<file path="config.mk">
export PLATFORM = sky130hd
export DESIGN_NAME = rotary_encoder_with_button_unit
export DESIGN_NICKNAME = d
export VERILOG_FILES = /design/src/rtl/core/reb_pkg.sv /design/src/rtl/core/reb_tick.sv /design/src/rtl/core/rotary_encoder_with_button_unit.sv
export SDC_FILE = /design/constraint.sdc
export NUM_CORES = 1
export LEC_CHECK = 0
export ABC_CLOCK_PERIOD_IN_PS = 4170
export BUFFER_PORTS_ARGS = -buffer_cell sky130_fd_sc_hd__buf_2
export CORE_MARGIN = 1
export CORE_UTILIZATION = 29
export CTS_BUF_LIST = sky130_fd_sc_hd__clkbuf_4
export DETAILED_ROUTE_END_ITERATION = 8
export GPL_ROUTABILITY_DRIVEN = 0
export PLACE_DENSITY = 0.43
export SLEW_MARGIN = 25
export SYNTH_ARGS = -nofsm -noshare
export SYNTH_HDL_FRONTEND = slang
export SYNTH_HIERARCHICAL = 1
export SYNTH_SLANG_ARGS = --single-unit
</file>
<file path="constraint.sdc">
create_clock -name clk -period 4.17 [get_ports clk]
set_input_delay 1.0425 -clock clk [delete_from_list [all_inputs] [get_ports clk]]
set_output_delay 1.0425 -clock clk [all_outputs]
set_load 0.01 [all_outputs]
</file>
<file path="src/rtl/core/reb_pkg.sv">
// reb_pkg: shared types and constants for the rotary encoder with button unit
// used by reb_tick, rotary_encoder_with_button_unit, reb_checker and the bench, no dependencies

package reb_pkg;

	localparam int unsigned SHIFT_W    = 2;
	localparam int unsigned INTERVAL_W = 10;
	localparam int unsigned ACCUM_W    = 8;
	localparam int unsigned CFG_ADDR_W = 1;
	localparam int unsigned CFG_DATA_W = 10;
	localparam int unsigned IN_DATA_W  = 8;
	localparam int unsigned OUT_DATA_W = 8;

	localparam logic [INTERVAL_W-1:0] INTERVAL_RESET = 10'd20;
	localparam logic [INTERVAL_W-1:0] TICK_MAX       = 10'd1023;
	localparam logic [SHIFT_W-1:0]    SHIFT_UNUSED   = 2'd3;

	// configuration register indexes
	localparam logic [CFG_ADDR_W-1:0] REG_NOTCH_SHIFT     = 1'b0;
	localparam logic [CFG_ADDR_W-1:0] REG_BUTTON_INTERVAL = 1'b1;

	typedef enum logic [1:0] {
		KEY_OPEN    = 2'd0,
		KEY_HELD    = 2'd1,
		KEY_CLICKED = 2'd2
	} key_state_t;

	localparam logic signed [1:0] DIR_NONE = 2'sd0;
	localparam logic signed [1:0] DIR_UP   = 2'sd1;
	localparam logic signed [1:0] DIR_DOWN = -2'sd1;

	typedef struct packed {
		logic take_button;
		logic take_value;
		logic key_low;
		logic pin_b_low;
		logic pin_a_low;
	} tick_t;

	typedef struct packed {
		logic [1:0]        button_code;
		logic signed [1:0] step_dir;
	} result_t;

endpackage

</file>
<file path="src/rtl/core/reb_tick.sv">
// reb_tick: per-tick encoder, button and read update with its state registers
// depends on reb_pkg

module reb_tick (
	input  logic                              clk,
	input  logic                              arst_n,
	input  logic                              en,
	input  reb_pkg::tick_t                    tick,
	input  logic [reb_pkg::SHIFT_W-1:0]       notch_shift,
	input  logic [reb_pkg::INTERVAL_W-1:0]    button_interval,
	output reb_pkg::result_t                  result
);

	logic [1:0]                        prev_phase_q;
	logic [reb_pkg::ACCUM_W-1:0]       step_accum_q;
	reb_pkg::key_state_t               key_state_q;
	logic [reb_pkg::INTERVAL_W-1:0]    ticks_q;

	logic [1:0]                        phase;
	logic [1:0]                        diff;
	logic [reb_pkg::ACCUM_W-1:0]       accum_step;
	logic [reb_pkg::ACCUM_W-1:0]       accum_next;
	logic [reb_pkg::ACCUM_W-1:0]       notch_lim;
	logic [reb_pkg::SHIFT_W-1:0]       sh;
	logic [reb_pkg::INTERVAL_W-1:0]    ticks_inc;
	logic [reb_pkg::INTERVAL_W-1:0]    ticks_next;
	logic                              sample;
	reb_pkg::key_state_t               key_tick;
	reb_pkg::key_state_t               key_next;
	logic [1:0]                        phase_next;

	always_comb begin
		// gray phase: pin a low gives 3, pin b low flips bit 0
		phase = {tick.pin_a_low, tick.pin_a_low ^ tick.pin_b_low};
		diff  = prev_phase_q - phase;

		phase_next = prev_phase_q;
		accum_step = step_accum_q;
		if (diff[0]) begin
			phase_next = phase;
			accum_step = diff[1] ? step_accum_q + 8'd1 : step_accum_q - 8'd1;
		end

		ticks_inc  = (ticks_q == reb_pkg::TICK_MAX) ? ticks_q : ticks_q + 10'd1;
		sample     = (ticks_inc >= button_interval);
		ticks_next = sample ? '0 : ticks_inc;

		key_tick = key_state_q;
		if (sample) begin
			if (tick.key_low) begin
				key_tick = reb_pkg::KEY_HELD;
			end else if (key_state_q == reb_pkg::KEY_HELD) begin
				key_tick = reb_pkg::KEY_CLICKED;
			end
		end

		sh        = (notch_shift == reb_pkg::SHIFT_UNUSED) ? '0 : notch_shift;
		notch_lim = 8'd1 << sh;

		result.step_dir = reb_pkg::DIR_NONE;
		accum_next      = accum_step;
		if (tick.take_value) begin
			if (accum_step[reb_pkg::ACCUM_W-1]) begin
				result.step_dir = reb_pkg::DIR_DOWN;
			end else if (accum_step >= notch_lim) begin
				result.step_dir = reb_pkg::DIR_UP;
			end
			// keep the partial notch
			accum_next = accum_step & (notch_lim - 8'd1);
		end

		result.button_code = '0;
		key_next           = key_tick;
		if (tick.take_button) begin
			result.button_code = key_tick;
			if (key_tick != reb_pkg::KEY_HELD) begin
				key_next = reb_pkg::KEY_OPEN;
			end
		end
	end

	always_ff @(posedge clk or negedge arst_n) begin
		if (!arst_n) begin
			prev_phase_q <= '0;
			step_accum_q <= '0;
			key_state_q  <= reb_pkg::KEY_OPEN;
			ticks_q      <= '0;
		end else if (en) begin
			prev_phase_q <= phase_next;
			step_accum_q <= accum_next;
			key_state_q  <= key_next;
			ticks_q      <= ticks_next;
		end
	end

endmodule

</file>
<file path="src/rtl/core/rotary_encoder_with_button_unit.sv">
// rotary_encoder_with_button_unit: top level, stream ports, config registers
// depends on reb_pkg and reb_tick
//
//  channel | dir | handshake         | payload
//  s_*     | in  | s_tvalid/s_tready | s_tdata: one 1 ms tick of pins and requests
//  m_*     | out | m_tvalid/m_tready | m_tdata: step direction and button code
//  cfg_*   | in  | cfg_we            | cfg_addr, cfg_wdata
//
// one tick per cycle sustained while the output is not stalled; each tick is registered twice:
// the tick is held in an input stage, then the state update and result are
// computed in one pass and land in the output register
// a stalled output register holds the input stage, which takes one more tick only if empty
// reset clears encoder state, button state, counters and config registers to defaults

module rotary_encoder_with_button_unit (
	input  logic                              clk,
	input  logic                              arst_n,
	input  logic                              s_tvalid,
	output logic                              s_tready,
	// [0] pin_a_low, [1] pin_b_low, [2] key_low, [3] take_value, [4] take_button
	input  logic [reb_pkg::IN_DATA_W-1:0]     s_tdata,
	output logic                              m_tvalid,
	input  logic                              m_tready,
	// [1:0] step_dir (signed), [3:2] button_code
	output logic [reb_pkg::OUT_DATA_W-1:0]    m_tdata,
	input  logic                              cfg_we,
	input  logic [reb_pkg::CFG_ADDR_W-1:0]    cfg_addr,
	input  logic [reb_pkg::CFG_DATA_W-1:0]    cfg_wdata
);

	logic [reb_pkg::SHIFT_W-1:0]       notch_shift_q;
	logic [reb_pkg::INTERVAL_W-1:0]    button_interval_q;

	logic                              valid_s1;
	reb_pkg::tick_t                    tick_s1;
	logic                              out_valid_q;
	reb_pkg::result_t                  out_q;
	reb_pkg::result_t                  result;
	logic                              advance;

	always_ff @(posedge clk or negedge arst_n) begin
		if (!arst_n) begin
			notch_shift_q     <= '0;
			button_interval_q <= reb_pkg::INTERVAL_RESET;
		end else if (cfg_we) begin
			unique case (cfg_addr)
				reb_pkg::REG_NOTCH_SHIFT:     notch_shift_q <= cfg_wdata[reb_pkg::SHIFT_W-1:0];
				reb_pkg::REG_BUTTON_INTERVAL: button_interval_q <= cfg_wdata;
				default: ;
			endcase
		end
	end

	assign advance  = valid_s1 && (!out_valid_q || m_tready);
	assign s_tready = !valid_s1 || advance;

	always_ff @(posedge clk or negedge arst_n) begin
		if (!arst_n) begin
			valid_s1    <= 1'b0;
			out_valid_q <= 1'b0;
		end else begin
			if (s_tready) begin
				valid_s1 <= s_tvalid;
			end
			if (advance) begin
				out_valid_q <= 1'b1;
			end else if (m_tready) begin
				out_valid_q <= 1'b0;
			end
		end
	end

	always_ff @(posedge clk) begin
		if (s_tready && s_tvalid) begin
			tick_s1 <= s_tdata[4:0];
		end
		if (advance) begin
			out_q <= result;
		end
	end

	reb_tick u_tick (
		.clk             (clk),
		.arst_n          (arst_n),
		.en              (advance),
		.tick            (tick_s1),
		.notch_shift     (notch_shift_q),
		.button_interval (button_interval_q),
		.result          (result)
	);

	assign m_tvalid = out_valid_q;
	assign m_tdata  = {4'b0, out_q};

endmodule

</file>
-- Word level (Yosys, flattened, before mapping)
Cells that the tools add are included.
- flip-flop bits (word level): 45
- bits in latches: 0
- RAM bits: 0
- memory bits (read-only): 0
- input port bits: 24
- logic and storage cells: 55
- memories: 0
- add/sub/neg operators: 5
- multipliers: 0
- divide/modulo/power cells: 0
- magnitude comparators: 2
- equality and inequality tests: 4
- shift-type cells: 1
- muxes and demuxes: 15
- bitwise gates (word level): 3
- reductions and logical operators: 10
- operators with widths (operator ; number):
    8-bit 2-to-1 mux ; 3
    10-bit 2-to-1 mux ; 2
    8-bit by 1-bit subtractor with 8-bit output, second input constant ; 2
    2-bit 2-to-1 mux ; 7
    10-bit by 1-bit adder with 10-bit output, second input constant ; 1
    10-bit == test, second input constant ; 1
    10-bit >= comparator ; 1
    8-bit by 1-bit adder with 8-bit output, second input constant ; 1
    8-bit AND ; 1
    8-bit >= comparator ; 1
    1-bit by 2-bit << shifter with 8-bit output, first input constant ; 1
    2-bit AND reduction ; 3
    1-bit 2-to-1 mux ; 3
    2-bit by 1-bit == test with 1-bit output, second input constant ; 1
    2-bit == test, second input constant ; 1
    1-bit logical AND ; 2
    1-bit logical NOT ; 2
    1-bit logical OR ; 2
    2-bit by 1-bit inequality test with 1-bit output, second input constant ; 1
    2-bit nonzero test ; 1
    2-bit subtractor ; 1
    1-bit NOT ; 1
    1-bit XOR ; 1

-- Depth between registers and ports, before layout
- depth in word-level cells: 7
- depth in mapped cells: 16
- mapped depth without buffers: 15

-- Hierarchy
The synthesis kept the hierarchy.
- by module, submodules not included (module ; instances ; cells each ; area an instance (um^2)):
    reb_tick ; 1 ; 241 ; 1989.4
    rotary_encoder_with_button_unit ; 1 ; 48 ; 888.4

-- Worst setup path after synthesis
Ideal clock, no wire load.
- path type: flip-flop to flip-flop
- from: register u_tick/ticks_q[5] (netlist bit)
- to: register out_q (netlist bit m_tdata[2]) (data pin)
- data arrival time: 3.106 ns
- required time: 3.916 ns
- path slack: 0.810 ns
- cell stages (with the launch flop): 13
- path buffers: 0
- cells stage by stage: dfrtp_1 > and3_1 > and3_1 > and3_1 > a21oi_2 > nand3_1 > xnor2_1 > ha_1 > a21o_1 > a211o_1 > o41a_1 > and2_1 > o21a_1
- longest elaborated chain between the ends: 4
- ends and longest elaborated chain (what ; line ; source):
    from (decl) ; reb_tick.sv:17 ; logic [reb_pkg::INTERVAL_W-1:0] ticks_q;
    from (signal assigned) ; reb_tick.sv:92 ; ticks_q <= ticks_next;
    10-bit by 1-bit adder with 10-bit output / 10-bit == test (equally long branches) ; reb_tick.sv:44 ; ticks_inc = (ticks_q == reb_pkg::TICK_MAX) ? ticks_q : ticks_q + 10'd1;
    10-bit 2-to-1 mux * ; reb_tick.sv:44 ;
    10-bit >= comparator * ; reb_tick.sv:45 ; sample = (ticks_inc >= button_interval);
    2-bit 2-to-1 mux * ; reb_tick.sv:49 ; if (sample) begin
    to (signal assigned) ; rotary_encoder_with_button_unit.sv:78 ; out_q <= result;
    to (decl) ; rotary_encoder_with_button_unit.sv:37 ; reb_pkg::result_t out_q;
Mark *: on every way between the ends. The rest lies on a longest branch, timed or not.
A chain may end at the register's enable or synchronous reset.

-- Worst setup path in the final report
Same ends and word-level chain as after synthesis.

==> metrics.md <==
| Metric | Value |
|---|---|
| Drt pass-1 iters | 5 |
| Die H | 101.6 µm |
| Post-Syn Area | 0.002878 mm² |
| Vias in the first global route | 2074 |
| Leak Pwr | 0.001475 µW |
| Met1 GRT Util | 15.59% |
| Status | completed |
| Total wire length | 5680 µm |
| Fin area | 0.003222 mm² |
| Routing usage on met3 | 2.277% |
| Post-synth ARST share | 80.00% |
| Normalized max-slew margin | 41.76% |
| Worst reg-to-reg setup slack | 0.42 ns |
| Worst-skew pair later-pin latency | 0.36 ns |
| Area Overhead vs Synth | 11.96% |
| Setup violations, final | 0 |
| YS warnings | 6 |
| Setup TNS | 0 ns |
| Required time of the worst setup path | 4.31 ns |
| Placed Cells incl. Taps | 435 |
| Vias per cell | 4.641 |
| Slew @ Worst Pin | 0.8737 ns |
| Max Slew Vio Count | 0 |
| Initial antenna violation count | 0 |
| HPWL Detailed | 4090 µm |
| Largest net degree at the start of global routing | 37 |
| RSZ-0062 raised after global routing | false |
| CP arrival | 3.89 ns |
| Routed length per instance | 12.82 µm |
| Post-route minimum period | 3.748 ns |
| GRT met2 Usage | 21.52% |
| Vias post-DR | 2056 |
| Mapped Cells | 289 |
| CTS Buffer Depth | 2 |
| DRT iter0 DRCs | 40 |
| Hold_buf cts | 0 |
| Hold endpoint | m_tvalid |
| Port Buf Inserts | 26 |
| Fill count | 979 |
| Total track usage | 12.39% |
| I/O Pins | 34 |
| Clock skew | 0.01264 ns |
| Hold Path Origin | valid_s1 |
| Synth top area share | 29.57% |
| Diodes inserted | 0 |
| Core Region | 0.009415 mm² |
| CTS tree | built |
| RR Endpoint | m_tdata[2] |
| First-pass GRT wire length | 9942 µm |
| Reg2Reg Depth | 14 |
| Post-Layout Cell Count | 443 |
| Most frequent cells in the layout | dfrtp_1 (34), inv_1 (30), buf_2 (26) |
| Clk slew on worst S/H paths | 0.15 ns |
| Max-Cap Viols | 0 |
| Post-cts repair resize count | 0 |
| Postcts setup bufs | 0 |
| Total grt overflow | 0 |
| WHS Path Cells | 1 |
| CP Class | reg -> reg |
| Syn Area/Cell | 9.958 µm² |
| CTS Sinks | 45 |
| Fin crit share | 89.87% |
| VDD IR max | 176.0 µV |
| Post-DP Area | 0.003119 mm² |
| Synth area leaders | dfrtp_1 (30%), edfxtp_1 (9.4%), ha_1 (9.1%), mux2_4 (5.2%), inv_1 (3.9%) |
| Synth unique cells | 53 |
| Worst hold path type | reg -> reg |
| Crit Reg-Reg Startpoint | u_tick/ticks_q[5] |
| Htree depth | 2 |
| Main flop type after synthesis | dfrtp_1 |
| Starting Density | 30.56% |
| Post-synth EDFFs | 9 |
| FF+latch count, synth | 45 |
| Final hold vios | 0 |
| Number of remaining DRC errors | 0 |
| CTS buffer count | 5 |
| Gr busiest metal | met2 |
| Layout cells sized above 1 | 19.43% |
| Worst Setup Start Kind | flip-flop |
| Commonest non-fill, non-tap cell in the layout | dfrtp_1 |
| Setup crit end kind | flip-flop |
| Register area share after synthesis | 40.78% |
| Power Dens Cells | 649.8 mW/mm² |
| Final nets | 358 |
| Die Span X | 101.6 µm |
| Leading area contributor after synthesis | dfrtp_1 |
| Row cnt | 35 |
| DRT antenna net count | 0 |
| DIE AREA | 0.01033 mm² |
| Fmax | 266.8 MHz |
| Clk Tree Root Cell | clkbuf_4 |
| Total chip power | 2093 µW |
| CP Max Fanout | 9 |
## routing by layer
metal	wire length [µm]	share of wire [%]
met2	2845	50
met4	58	1.0
met1	2669	47
met3	106	1.9
met5	0	0
## stage by stage
stage | hold WS, ns | util [%] | setup WS, ns
floorplan | 0.4487 | - | 0.8096
global placement | 0.4631 | 33.13 | 0.4514
detailed placement | 0.4915 | 33.13 | 0.4105
CTS | 0.5086 | 34.22 | 0.3858
global route | 0.5421 | 34.22 | 0.1869
finish | 0.4999 | 34.22 | 0.4224
## cells by family after synthesis
kind of cell | Yosys count | share of synthesized area [%]
and+or+nand+nor | 80 | 14.70
buffers and inverters | 45 | 6.826
xor gates and xnor gates | 16 | 5.391
AOI/OAI and AO/OA | 62 | 14.48
adders and majority gates | 21 | 9.130
muxes | 19 | 8.565
other | 1 | 0.1303
DFF | 45 | 40.78
## power by group
| group | internal (µW) | switching [µW] | total [µW] |
|---|---|---|---|
| Clock | 186 | 153 | 339 |
| Sequential | 580 | 142 | 722 |
| Combinational | 492 | 541 | 1030 |
| Total | 1260 | 835 | 2090 |
## cell usage after synthesis, types with 2 or more instances
cell,n
inv_1,30
xor2_1,4
buf_4,5
nand4_1,4
nor3_1,4
mux2_2,3
o21ai_0,20
a31oi_1,3
nand3_1,14
clkbuf_1,8
ha_1,21
mux2_4,10
o21a_1,5
mux2i_1,4
a21oi_1,14
and2_1,3
a22o_1,4
mux2_1,2
nand3b_1,2
nand2_1,12
nor2b_1,2
dfrtp_1,34
xnor2_1,11
nand2b_1,7
edfxtp_1,9
or4_1,2
dfstp_2,2
o2bb2ai_1,5
and3_1,3
nor2_1,19
## worst max-delay path by stage
stage                       from         end  slack [ns]  cells after the start
6_report       u_tick/ticks_q[5]  m_tdata[2]        0.42                     14
5_1_grt        u_tick/ticks_q[5]  m_tdata[2]        0.19                     14
4_1_cts        u_tick/ticks_q[5]  m_tdata[2]        0.39                     14
3_5_place_dp   u_tick/ticks_q[5]  m_tdata[2]        0.41                     14
3_3_place_gp   u_tick/ticks_q[5]  m_tdata[2]        0.45                     12
2_1_floorplan  u_tick/ticks_q[5]  m_tdata[2]        0.81                     12
## flip-flops by register name, summed over array words and instances (netlist names)
register,flops
button_interval_q,10
u_tick/ticks_q,10
u_tick/step_accum_q,8
tick_s1,5
m_tdata,4
notch_shift_q,2
u_tick/key_state_q,2
u_tick/prev_phase_q,2
m_tvalid,1
valid_s1,1
## final cells by class
cell class                      instances  area (µm²)  area share, %
Clock buffer                            5       37.54          1.165
Clock inverter                          3       65.06          2.019
Inverter                               30       112.6          3.495
Multi-Input combinational cell        202        1519          47.15
Sequential cell                        45        1174          36.43
Tap cell                              129       161.4          5.010
Timing Repair Buffer                   29       152.6          4.738
## worst max-delay path: stages (launching register included)
cell      delay [ns]
dfrtp_1         0.45
and3_1          0.22
and3_1          0.22
and3_1          0.21
a21oi_2         0.26
nand3_1         0.18
xnor2_1         0.21
ha_1            0.27
a21o_1          0.18
a211o_1         0.33
o221ai_1        0.18
nand2b_1        0.12
o41a_1          0.25
and2_1          0.25
o21a_1          0.18
Note: power is estimated with default switching activity, not from simulation.
